--- config.mk ---
export PLATFORM = sky130hd
export DESIGN_NAME = iss_ctrl
export DESIGN_NICKNAME = d
export VERILOG_FILES = /design/src/sv/iss_pkg.sv /design/src/sv/iss_ctrl.sv
export SDC_FILE = /design/constraint.sdc
export NUM_CORES = 1
export LEC_CHECK = 0
export BUFFER_PORTS_ARGS = -buffer_cell sky130_fd_sc_hd__buf_2
export CAP_MARGIN = 20
export CORE_AREA = 2 2 39 41
export DETAILED_ROUTE_END_ITERATION = 10
export DIE_AREA = 0 0 41 43
export GPL_TIMING_DRIVEN = 0
export PLACE_DENSITY = 0.6
export SLEW_MARGIN = 20
export SYNTH_ARGS = -nofsm -noshare
export SYNTH_HDL_FRONTEND = slang
export SYNTH_SLANG_ARGS = --single-unit
--- constraint.sdc ---
create_clock -name clock -period 1.71 [get_ports clock]
set_input_delay 0 -clock clock [delete_from_list [all_inputs] [get_ports clock]]
set_output_delay 0 -clock clock [all_outputs]
set_load 0.05 [all_outputs]
--- src/sv/iss_pkg.sv ---
// Shared types and constants for the indexed sequence store.
package iss_pkg;

   typedef enum logic [3:0] {
      OP_PUSH_BACK  = 4'd0,
      OP_PUSH_FRONT = 4'd1,
      OP_POP_FRONT  = 4'd2,
      OP_POP_BACK   = 4'd3,
      OP_READ_AT    = 4'd4,
      OP_WRITE_AT   = 4'd5,
      OP_INSERT_AT  = 4'd6,
      OP_REMOVE_AT  = 4'd7,
      OP_DELETE_ALL = 4'd8,
      OP_FIND_FIRST = 4'd9
   } op_type;

   localparam logic [1:0] ST_OK       = 2'd0;
   localparam logic [1:0] ST_RANGE    = 2'd1;
   localparam logic [1:0] ST_FULL     = 2'd2;
   localparam logic [1:0] ST_NOTFOUND = 2'd3;

   localparam int REQ_W = 48;
   localparam int RSP_W = 128;

   typedef enum logic [2:0] {
      S_IDLE,
      S_CHECK,
      S_GRAB,
      S_LOOP,
      S_PUT,
      S_FRONT,
      S_BACK,
      S_DONE
   } state_type;

   typedef struct packed {
      logic load;
      logic check;
      logic grab;
      logic step;
      logic put;
      logic rd_front;
      logic rd_back;
      logic finish;
   } cmd_type;

   typedef struct packed {
      logic [3:0] op;
      logic       err;
      logic       loop_done;
      logic       out_free;
   } stat_type;

endpackage

--- src/sv/iss_ctrl.sv ---
// Sequencing state machine for the indexed sequence store.
module iss_ctrl
   import iss_pkg::*;
(
   input  logic     clock,
   input  logic     reset,
   input  logic     req_tvalid,
   output logic     req_tready,
   input  stat_type stat,
   output cmd_type  cmd
);

   state_type state_ff, state_in;

   always_ff @(posedge clock) begin
      if (reset) begin
         state_ff <= S_IDLE;
      end else begin
         state_ff <= state_in;
      end
   end

   always_comb begin
      state_in = state_ff;
      unique case (state_ff)
         S_IDLE: begin
            if (req_tvalid) state_in = S_CHECK;
         end
         S_CHECK: begin
            if (stat.err) begin
               state_in = S_FRONT;
            end else begin
               case (stat.op)
                  OP_POP_FRONT, OP_POP_BACK, OP_READ_AT: state_in = S_GRAB;
                  OP_PUSH_FRONT, OP_INSERT_AT, OP_REMOVE_AT,
                  OP_DELETE_ALL, OP_FIND_FIRST: state_in = S_LOOP;
                  default: state_in = S_FRONT;
               endcase
            end
         end
         S_GRAB: begin
            if (stat.op == OP_POP_FRONT) state_in = S_LOOP;
            else state_in = S_FRONT;
         end
         S_LOOP: begin
            if (stat.loop_done) state_in = S_PUT;
         end
         S_PUT:   state_in = S_FRONT;
         S_FRONT: state_in = S_BACK;
         S_BACK:  state_in = S_DONE;
         S_DONE: begin
            if (stat.out_free) state_in = S_IDLE;
         end
         default: state_in = S_IDLE;
      endcase
   end

   always_comb begin
      cmd        = '0;
      req_tready = 1'b0;
      unique case (state_ff)
         S_IDLE: begin
            req_tready = 1'b1;
            cmd.load   = req_tvalid;
         end
         S_CHECK: cmd.check    = 1'b1;
         S_GRAB:  cmd.grab     = 1'b1;
         S_LOOP:  cmd.step     = 1'b1;
         S_PUT:   cmd.put      = 1'b1;
         S_FRONT: cmd.rd_front = 1'b1;
         S_BACK:  cmd.rd_back  = 1'b1;
         S_DONE:  cmd.finish   = stat.out_free;
         default: cmd          = '0;
      endcase
   end

endmodule

==> qor.yml, run 1 <==
hold_violations: 0
drive_gt1_share_pct: 43.5
cts_tree: "yes"
top_regs: "state_ff: 3 flops"
ir_drop_mv: 0.315
p_seq_share_pct: 19.9
route.detailed.drc: 0
p_int_uw: 246
syn_area_per_cell_um2: 7.34
setup_viol: 0
yosys_warnings: 0
fin_util_pct: 35.7
cts_sinks: 3
start_util_pct: 24.4
fmax_mhz: 680
largest_reg_flops: 3
die_h_um: 43
wl_um: 856
area_growth_pct: 46.3
cp_slowest_cell: "dfxtp_1"
slew_headroom_pct: 74.9
num_io_pins: 19
port_buffers: 18
syn_inst: 46
synth_top_cell_area_share_pct: 17.8
critPathKind: "reg -> out"
placementRows: 14
cts_resized: 0
hold_class: "in -> reg"
power.switching_uw: 197
insertion_delay_ns: 0.23
top_register: "state_ff"
combinationalPowerShare_pct: 52.2
synth_cell_type_count: 26
vias: 407
grt_pass1_wl_um: 1390
end_kind: "primary output"
cp_max_fo: 10
clk_pin_slew_worst_paths_ns: 0.04
power_switching_share_pct: 44.5
grt_pass1_vias: 354
fin_area_um2: 494
fin_crit_sh_pct: 86.1
dp_hpwl_um: 662
die_area_um2: 1760
drv_cap: 0
nets: 80
max_stage_delay_ns: 0.38
p_leak_uw: 0.000229
diodes: 0
cts-root-to-sink-buffers: 2
synth-seq-cells: 3
viasPerCell: 4.79
wl_per_cell_um: 10.1
rsz0062_at_grt: "no"
grt_antenna_before_repair: 0
crit_required_ns: 1.71
firstDrtPassIters: 4
grt_usage_pct: 11.5
synth.area.top_cells: "dfxtp_1 18%, nor2_1 7.8%, a21oi_1 5.9%"
period_minus_slack_ns: 1.47
pwr-share-clk_pct: 27.9
arrival_ns: 1.47
postPlaceCellArea_um2: 458
chipWidth_um: 41
skew_ns: 0.000687
grt_overflow_total: 0
antenna_left: 0
cts_buffers: 3
gp_congestion: 0.705
drtIter0Drc: 4
root_buffer: "clkbuf_4"
yosysSeqAreaShare_pct: 17.8
syn_nets: 56
synth_top_area_cell: "dfxtp_1"
grt_max_degree: 11
startpoint_type: "flop"
powerDensity_nw_per_um2: 895
synth_area_um2: 338
drv_slew: 0
core-area_um2: 1380
worst_pin_slew_ns: 0.377
crit_chain: "clkbuf_1, nor2_1, and2_1, buf_2"
outcome: "complete, no violations"
htree_levels: 1
## routing by layer
metal / global-route usage, % / vias to the layer above / wire length, µm
met5: 0 / - / 0
met4: 8.00 / 0 / 14
met3: 1.57 / 2 / 46
met2: 16.6 / 11 / 398
met1: 15.1 / 177 / 396
li1: - / 217 / -
## Yosys cell counts
master	instances
inv_1	1
dfxtp_1	3
a2111oi_2	1
a221oi_1	1
and2_1	3
buf_4	1
a221oi_2	1
nand3b_1	1
or4_4	1
nand2_1	4
or2_2	1
nor3b_1	2
or4_1	1
o21ai_0	2
buf_6	1
clkbuf_1	1
o31ai_1	1
a21oi_1	4
nand2b_1	2
a2111oi_0	1
nand3_2	1
and3b_1	1
mux2i_1	1
nor2_1	7
a21boi_0	1
nor3_1	2
## cell usage in the layout (no fill, tap or decap), types with 2 or more instances in the layout
| cell | count |
|---|---|
| buf_2 | 18 |
| nor2_1 | 7 |
| nand2_1 | 4 |
| a21oi_1 | 4 |
| and2_1 | 3 |
| clkbuf_4 | 3 |
| dfxtp_1 | 3 |
| clkbuf_1 | 2 |
| o21ai_0 | 2 |
| nand2b_1 | 2 |
## power groups by stage
stage / Clock [µW] / Sequential, µW / Combinational, µW
global placement: 0 / 89.4 / 229
floorplan: 0 / 86.8 / 179
global route: 135 / 89.3 / 250
CTS: 132 / 88.3 / 233
detailed placement: 0 / 89.4 / 231
finish: 123 / 88.3 / 231
## stage by stage
| step | hold WS, ns | TNS (ns) | instances | total power [µW] | worst slack (ns) |
|---|---|---|---|---|---|
| detailed placement | 0.212 | 0 | 80 | 320 | 0.290 |
| finish | 0.172 | 0 | 85 | 443 | 0.239 |
| global placement | 0.209 | 0 | 80 | 318 | 0.287 |
| global route | 0.223 | 0 | 85 | 473 | 0.126 |
| floorplan | 0.0689 | -0.0116 | 46 | 266 | -0.0116 |
| CTS | 0.167 | 0 | 85 | 453 | 0.219 |
## kinds of logic after synthesis
logic type | Yosys count | synth area share, %
flip-flops | 3 | 17.8
buffers and inverters | 4 | 7.78
AND/OR/NAND/NOR | 26 | 44.1
AO/OA/AOI/OAI | 12 | 27.4
multiplexers | 1 | 2.96
## worst paths after layout
check,to,start,slack [ns],cells after the start
max,cmd[6],state_ff[2]$_SDFFE_PP0P_,0.24,4
min,state_ff[1]$_SDFFE_PP0P_,stat[6],0.17,4
max reg2reg,state_ff[2]$_SDFFE_PP0P_,state_ff[2]$_SDFFE_PP0P_,0.30,4
min reg2reg,state_ff[2]$_SDFFE_PP0P_,state_ff[1]$_SDFFE_PP0P_,0.67,2
## cell type report
cell class                 instances  area [µm²]
tap                               16        20.0
fill                             151         890
clock buffer                       4        26.3
buffer                             3        22.5
inverter                           1        3.75
timing repair buffer              19         100
multi-input combinational         39         262
sequential                         3        60.1
## critical path: cells and delay by family (launching register included)
family	cells	cell delay, ns
buffers and inverters	2	0.54
flip-flops	1	0.38
AND/OR/NAND/NOR	2	0.32
## timing repair
action | 4_1_cts | 5_1_grt
hold buffers | 1 | 0
hold endpoints to repair | 2 | 0
buffers inserted | 0 | 0
(Power assumes the default switching activity.)
==> run 2: changes to the inputs <==
GPL_TIMING_DRIVEN = unset   (was 0)
==> run 2 against run 1 <==
Setup slack got worse by 0.093 ns. Core utilization decreased by 1.1 points. Design area decreased by 3.0%.
==> qor.yml, run 2 (synthesis results as in run 1) <==
outcome: "complete, no violations"
num_io_pins: 19  # unchanged
port_buffers: 18  # unchanged
cp_slowest_cell: "dfxtp_1"
detailedPlace.worstSlack_ns: 0.158  # -0.132 ns
worst_pin_slew_ns: 0.407  # +0.0306 ns
skew_ns: 0.00331  # +0.00262 ns
r2r_end: "state_ff[1]$_SDFFE_PP0P_"
worstHoldStart: "stat[6]"
root_buffer: "clkbuf_4"
startpoint_type: "flop"
drv_slew: 0  # unchanged
ff2ff_path_depth: 4  # unchanged
insertion_delay_ns: 0.23  # about the same
crit_chain: "mux2i_1, nor2_1, or4_1, a21oi_1"
route.detailed.drc: 0  # unchanged
cts_buffers: 3  # unchanged
period_minus_slack_ns: 1.56  # +0.0931 ns
firstDrtPassIters: 4  # unchanged
die_area_um2: 1760  # unchanged
fmax_mhz: 639  # -6.0%
vias: 394  # -3.2%
drv_cap: 0  # unchanged
grt_usage_pct: 11.1  # -0.40 points
chipWidth_um: 41  # unchanged
powerDensity_nw_per_um2: 902  # +0.76%
final.setup.tns_ns: 0  # unchanged
diodes: 0  # unchanged
die_h_um: 43  # unchanged
p_leak_uw: 0.000222  # -3.2%
grt_pass1_vias: 329  # -7.1%
core-area_um2: 1380  # unchanged
min_to: "state_ff[1]$_SDFFE_PP0P_"
post-cts-setup-buffer-count: 0  # unchanged
placementRows: 14  # unchanged
area_growth_pct: 41.9
gp_congestion: 0.723  # +2.6%
wl_um: 806  # -5.8%
hold_violations: 0  # unchanged
setup_ws_ns: 0.145  # -0.0931 ns
setup_viol: 0  # unchanged
ir_drop_mv: 0.482  # +53%
largest_reg_flops: 3  # unchanged
slew_headroom_pct: 72.8  # -2.1 points
top_register: "state_ff"
layout_commonest_cell: "buf_2"
cts_sinks: 3  # unchanged
wl_per_cell_um: 9.71  # -3.6%
viasPerCell: 4.75  # -0.86%
worst-path-buf-inv: 0  # -2
holdPathStages: 4  # unchanged
dp_hpwl_um: 625  # -5.6%
nets: 78  # -2.5%
hold_class: "in -> reg"
cts_tree: "yes"
grt_pass1_wl_um: 1280  # -7.9%
cts-root-to-sink-buffers: 2  # unchanged
start_util_pct: 24.4  # unchanged
drive_gt1_share_pct: 43.3  # -0.19 points
grt_overflow_total: 0  # unchanged
final_cell_mix: "18 x buf_2, 7 x nor2_1, 4 x nand2_1, 4 x a21oi_1"
htree_levels: 1  # unchanged
cp_max_fo: 13  # +3
critPathKind: "reg -> reg"
cp_top_family: "flip-flops"
clk_pin_slew_worst_paths_ns: 0.04  # about the same
top_regs: "state_ff: 3 flops"
drtIter0Drc: 13  # +9
arrival_ns: 1.73  # +0.26 ns
end_kind: "flop"
timing.reg2reg.setup_slack_ns: 0.15  # -0.15 ns
r2r-start: "state_ff[2]$_SDFFE_PP0P_"
max_stage_delay_ns: 0.56  # +0.18 ns
antenna_left: 0  # unchanged
crit_required_ns: 1.87  # +0.16 ns
grt_max_degree: 14  # +3
grt_antenna_before_repair: 0  # unchanged
rsz0062_at_grt: "no"
fin_crit_sh_pct: 91.5  # +5.4 points
## run 2: cell types whose count changed in the layout (fill, tap and decap cells not counted)
cell	before	now
clkbuf_1	2	1
buf_6	1	0
## run 2: repair_timing
action / 4_1_cts / 5_1_grt
endpoints found under the setup margin: 0 / 0
gates resized for setup: 0 / 0
endpoints found under the hold margin: 2 / 0
hold buffers: 1 / 0
## run 2: per-layer routing
layer,vias to the layer above,wire [µm],GRT usage [%]
li1,209,-,-
met1,167,352,12.8
met2,18,367,15.6
met3,0,86,9.42
met4,0,0,2.00
met5,-,0,0
## run 2: how the worst max path moves through the flow
stage | slack (ns) | to | depth (start not counted) | from
2_1_floorplan | -0.01 | cmd[7] | 3 | state_ff[2]$_SDFFE_PP0P_
3_3_place_gp | 0.21 | state_ff[1]$_SDFFE_PP0P_ | 4 | state_ff[2]$_SDFFE_PP0P_
3_5_place_dp | 0.16 | state_ff[1]$_SDFFE_PP0P_ | 4 | state_ff[2]$_SDFFE_PP0P_
4_1_cts | 0.13 | state_ff[1]$_SDFFE_PP0P_ | 4 | state_ff[2]$_SDFFE_PP0P_
5_1_grt | 0.05 | state_ff[1]$_SDFFE_PP0P_ | 4 | state_ff[2]$_SDFFE_PP0P_
6_report | 0.15 | state_ff[1]$_SDFFE_PP0P_ | 4 | state_ff[2]$_SDFFE_PP0P_
## run 2: stage by stage
stage	utilization (%)	hold WS (ns)	cell area [µm²]	power [µW]	cells
global placement	32.0	0.208	443	308	78
finish	34.6	0.165	479	432	83
global route	34.6	0.202	479	470	83
detailed placement	32.0	0.207	443	309	78
floorplan	-	0.0689	348	266	46
CTS	34.6	0.164	479	441	83
## run 2: power by group
part	switching [µW]	total (µW)	leakage (µW)	internal [µW]
clock	36.5	124	0.0000150	87.4
sequential	26.5	106	0.0000248	79.6
combinational	132	202	0.000182	70.9
total	195	432	0.000222	238
## run 2: worst register-to-register path: cells and delay by family (launching register included)
kind             cells  cell delay [ns]
AO/OA/AOI/OAI        1             0.12
AND/OR/NAND/NOR      2             0.55
flip-flops           1             0.56
multiplexers         1             0.27
## run 2: area by class of cell
cell class                      count  area (µm²)
Inverter                            1        3.75
Multi-Input combinational cell     39         262
Timing Repair Buffer               20         108
Tap cell                           16        20.0
Sequential cell                     3        60.1
Fill cell                         161         905
Clock buffer                        4        26.3
==> run 3: changes to the inputs <==
==> constraint.sdc (replaced) <==
create_clock -name clock -period 1.71 [get_ports clock]
set_input_delay 0.171 -clock clock [delete_from_list [all_inputs] [get_ports clock]]
set_output_delay 0.171 -clock clock [all_outputs]
set_load 0.05 [all_outputs]
==> run 3 against run 2 <==
Non-clock buffer count down 1. Clock skew is essentially flat. Sequential share of layout area up 0.27 points. Combinational power about the same. Largest power group unchanged.
==> qor.yml, run 3 (synthesis results as in run 1) <==
largest_reg_flops: 3  # unchanged
worstSetupStartpoint: "state_ff[2]$_SDFFE_PP0P_"
r2r-start: "state_ff[2]$_SDFFE_PP0P_"
slew_headroom_pct: 73.0  # +0.20 points
post-cts-setup-buffer-count: 0  # unchanged
ff2ff_path_depth: 4  # unchanged
wl_um: 784  # -2.7%
cts_hold_buf: 0  # -1
insertion_delay_ns: 0.23  # about the same
powerDensity_nw_per_um2: 919  # +1.8%
drtIter0Drc: 4  # -9
grt_pass1_wl_um: 1260  # -1.6%
crit_chain: "mux2i_1, nor2_1, or4_1, a21oi_1"
period_minus_slack_ns: 1.56  # -0.00170 ns
setup_viol: 0  # unchanged
top_regs: "state_ff: 3 flops"
grt_overflow_total: 0  # unchanged
top_register: "state_ff"
cp_slowest_cell: "dfxtp_1"
nets: 77  # -1.3%
fin_crit_sh_pct: 91.4  # -0.099 points
cp_max_fo: 13  # unchanged
cts-root-to-sink-buffers: 2  # unchanged
ir_drop_mv: 0.512  # +6.2%
skew_ns: 0.00282  # -0.000480 ns
placementRows: 14  # unchanged
die_h_um: 43  # unchanged
core-area_um2: 1380  # unchanged
grt_max_degree: 14  # unchanged
detailedPlace.worstSlack_ns: 0.186  # +0.0279 ns
drive_gt1_share_pct: 43.9  # +0.66 points
cts_buffers: 3  # unchanged
antenna_left: 0  # unchanged
chipWidth_um: 41  # unchanged
r2r_end: "state_ff[1]$_SDFFE_PP0P_"
root_buffer: "clkbuf_4"
clk_pin_slew_worst_paths_ns: 0.04  # about the same
critPathKind: "reg -> reg"
vias: 386  # -2.0%
fillerInstances: 158  # -1.9%
drv_cap: 0  # unchanged
outcome: "complete, no violations"
multiInputGateArea_um2: 262  # unchanged
gp_congestion: 0.717  # -0.93%
crit_end: "state_ff[1]$_SDFFE_PP0P_"
firstDrtPassIters: 2  # -2
dp_hpwl_um: 612  # -2.0%
cts_tree: "yes"
cts_sinks: 3  # unchanged
viasPerCell: 4.71  # -0.84%
grt_usage_pct: 10.6  # -0.50 points
seqCellArea_um2: 60.1  # unchanged
die_area_um2: 1760  # unchanged
start_util_pct: 24.4  # unchanged
worst_pin_slew_ns: 0.404  # -0.00306 ns
setup_ws_ns: 0.147  # +0.00170 ns
drv_slew: 0  # unchanged
arrival_ns: 1.73  # about the same
final.setup.tns_ns: 0  # unchanged
p_leak_uw: 0.000218  # -1.9%
end_kind: "flop"
fmax_mhz: 640  # +0.11%
layout_commonest_cell: "buf_2"
hold_class: "in -> reg"
crit_required_ns: 1.88  # about the same
cts_resized: 0  # unchanged
port_buffers: 18  # unchanged
grt_pass1_vias: 340  # +3.3%
final_cell_mix: "18 x buf_2, 7 x nor2_1, 4 x nand2_1, 4 x a21oi_1"
rsz0062_at_grt: "no"
grt_antenna_before_repair: 0  # unchanged
hold_violations: 0  # unchanged
wl_per_cell_um: 9.56  # -1.5%
max_stage_delay_ns: 0.56  # about the same
route.detailed.drc: 0  # unchanged
num_io_pins: 19  # unchanged
area_growth_pct: 38.9
timing.reg2reg.setup_slack_ns: 0.15  # about the same
htree_levels: 1  # unchanged
diodes: 0  # unchanged
startpoint_type: "flop"
==> run 3: changes by cell type in the layout (fill, tap and decap cells not counted), sizes merged <==
| cell | delta |
|---|---|
| dlygate4sd3 | -1 |
==> run 3: final cells by class <==
| type | count | share of cell area, % |
|---|---|---|
| multi-input cells | 39 | 55.7 |
| inverters | 1 | 0.800 |
| flip-flops and latches | 3 | 12.8 |
| clock buffers | 4 | 5.60 |
| well taps | 16 | 4.27 |
| repair buffers | 19 | 20.8 |
==> run 3: critical path: cells and delay by family, from the launching register on <==
kind               cells  cell delay (ns)
and+or+nand+nor        2             0.54
muxes                  1             0.28
DFF                    1             0.56
AOI/OAI and AO/OA      1             0.12
==> run 3: routing by layer <==
layer / GRT usage, % / part of all wire, %
met1: 11.2 / 43
met2: 16.6 / 48
met3: 7.85 / 8.5
met4: 2.00 / 0
met5: 0 / 0
==> run 3: report_power, final <==
group	switching, µW	internal [µW]
sequential	25.6	79.5
clock	37.9	87.5
combinational	131	69.5
total	194	237
==> run 3: stage by stage <==
stage	power (µW)	area (µm²)	std cells	hold WS [ns]	utilization [%]
CTS	438	469	82	0.127	33.9
global placement	308	443	78	0.378	32.0
detailed placement	308	443	78	0.375	32.0
floorplan	266	348	46	0.240	-
global route	464	469	82	0.132	33.9
finish	431	469	82	0.139	33.9
==> run 3: worst min path at each step <==
stage	from	endpoint	slack (ns)	cells after the start
after global routing	reset	state_ff[2]$_SDFFE_PP0P_	0.13	2
after detailed placement	reset	state_ff[2]$_SDFFE_PP0P_	0.38	2
after global placement	reset	state_ff[2]$_SDFFE_PP0P_	0.38	2
after CTS	reset	state_ff[2]$_SDFFE_PP0P_	0.13	2
final	reset	state_ff[2]$_SDFFE_PP0P_	0.14	2
after floorplan	reset	state_ff[2]$_SDFFE_PP0P_	0.24	1
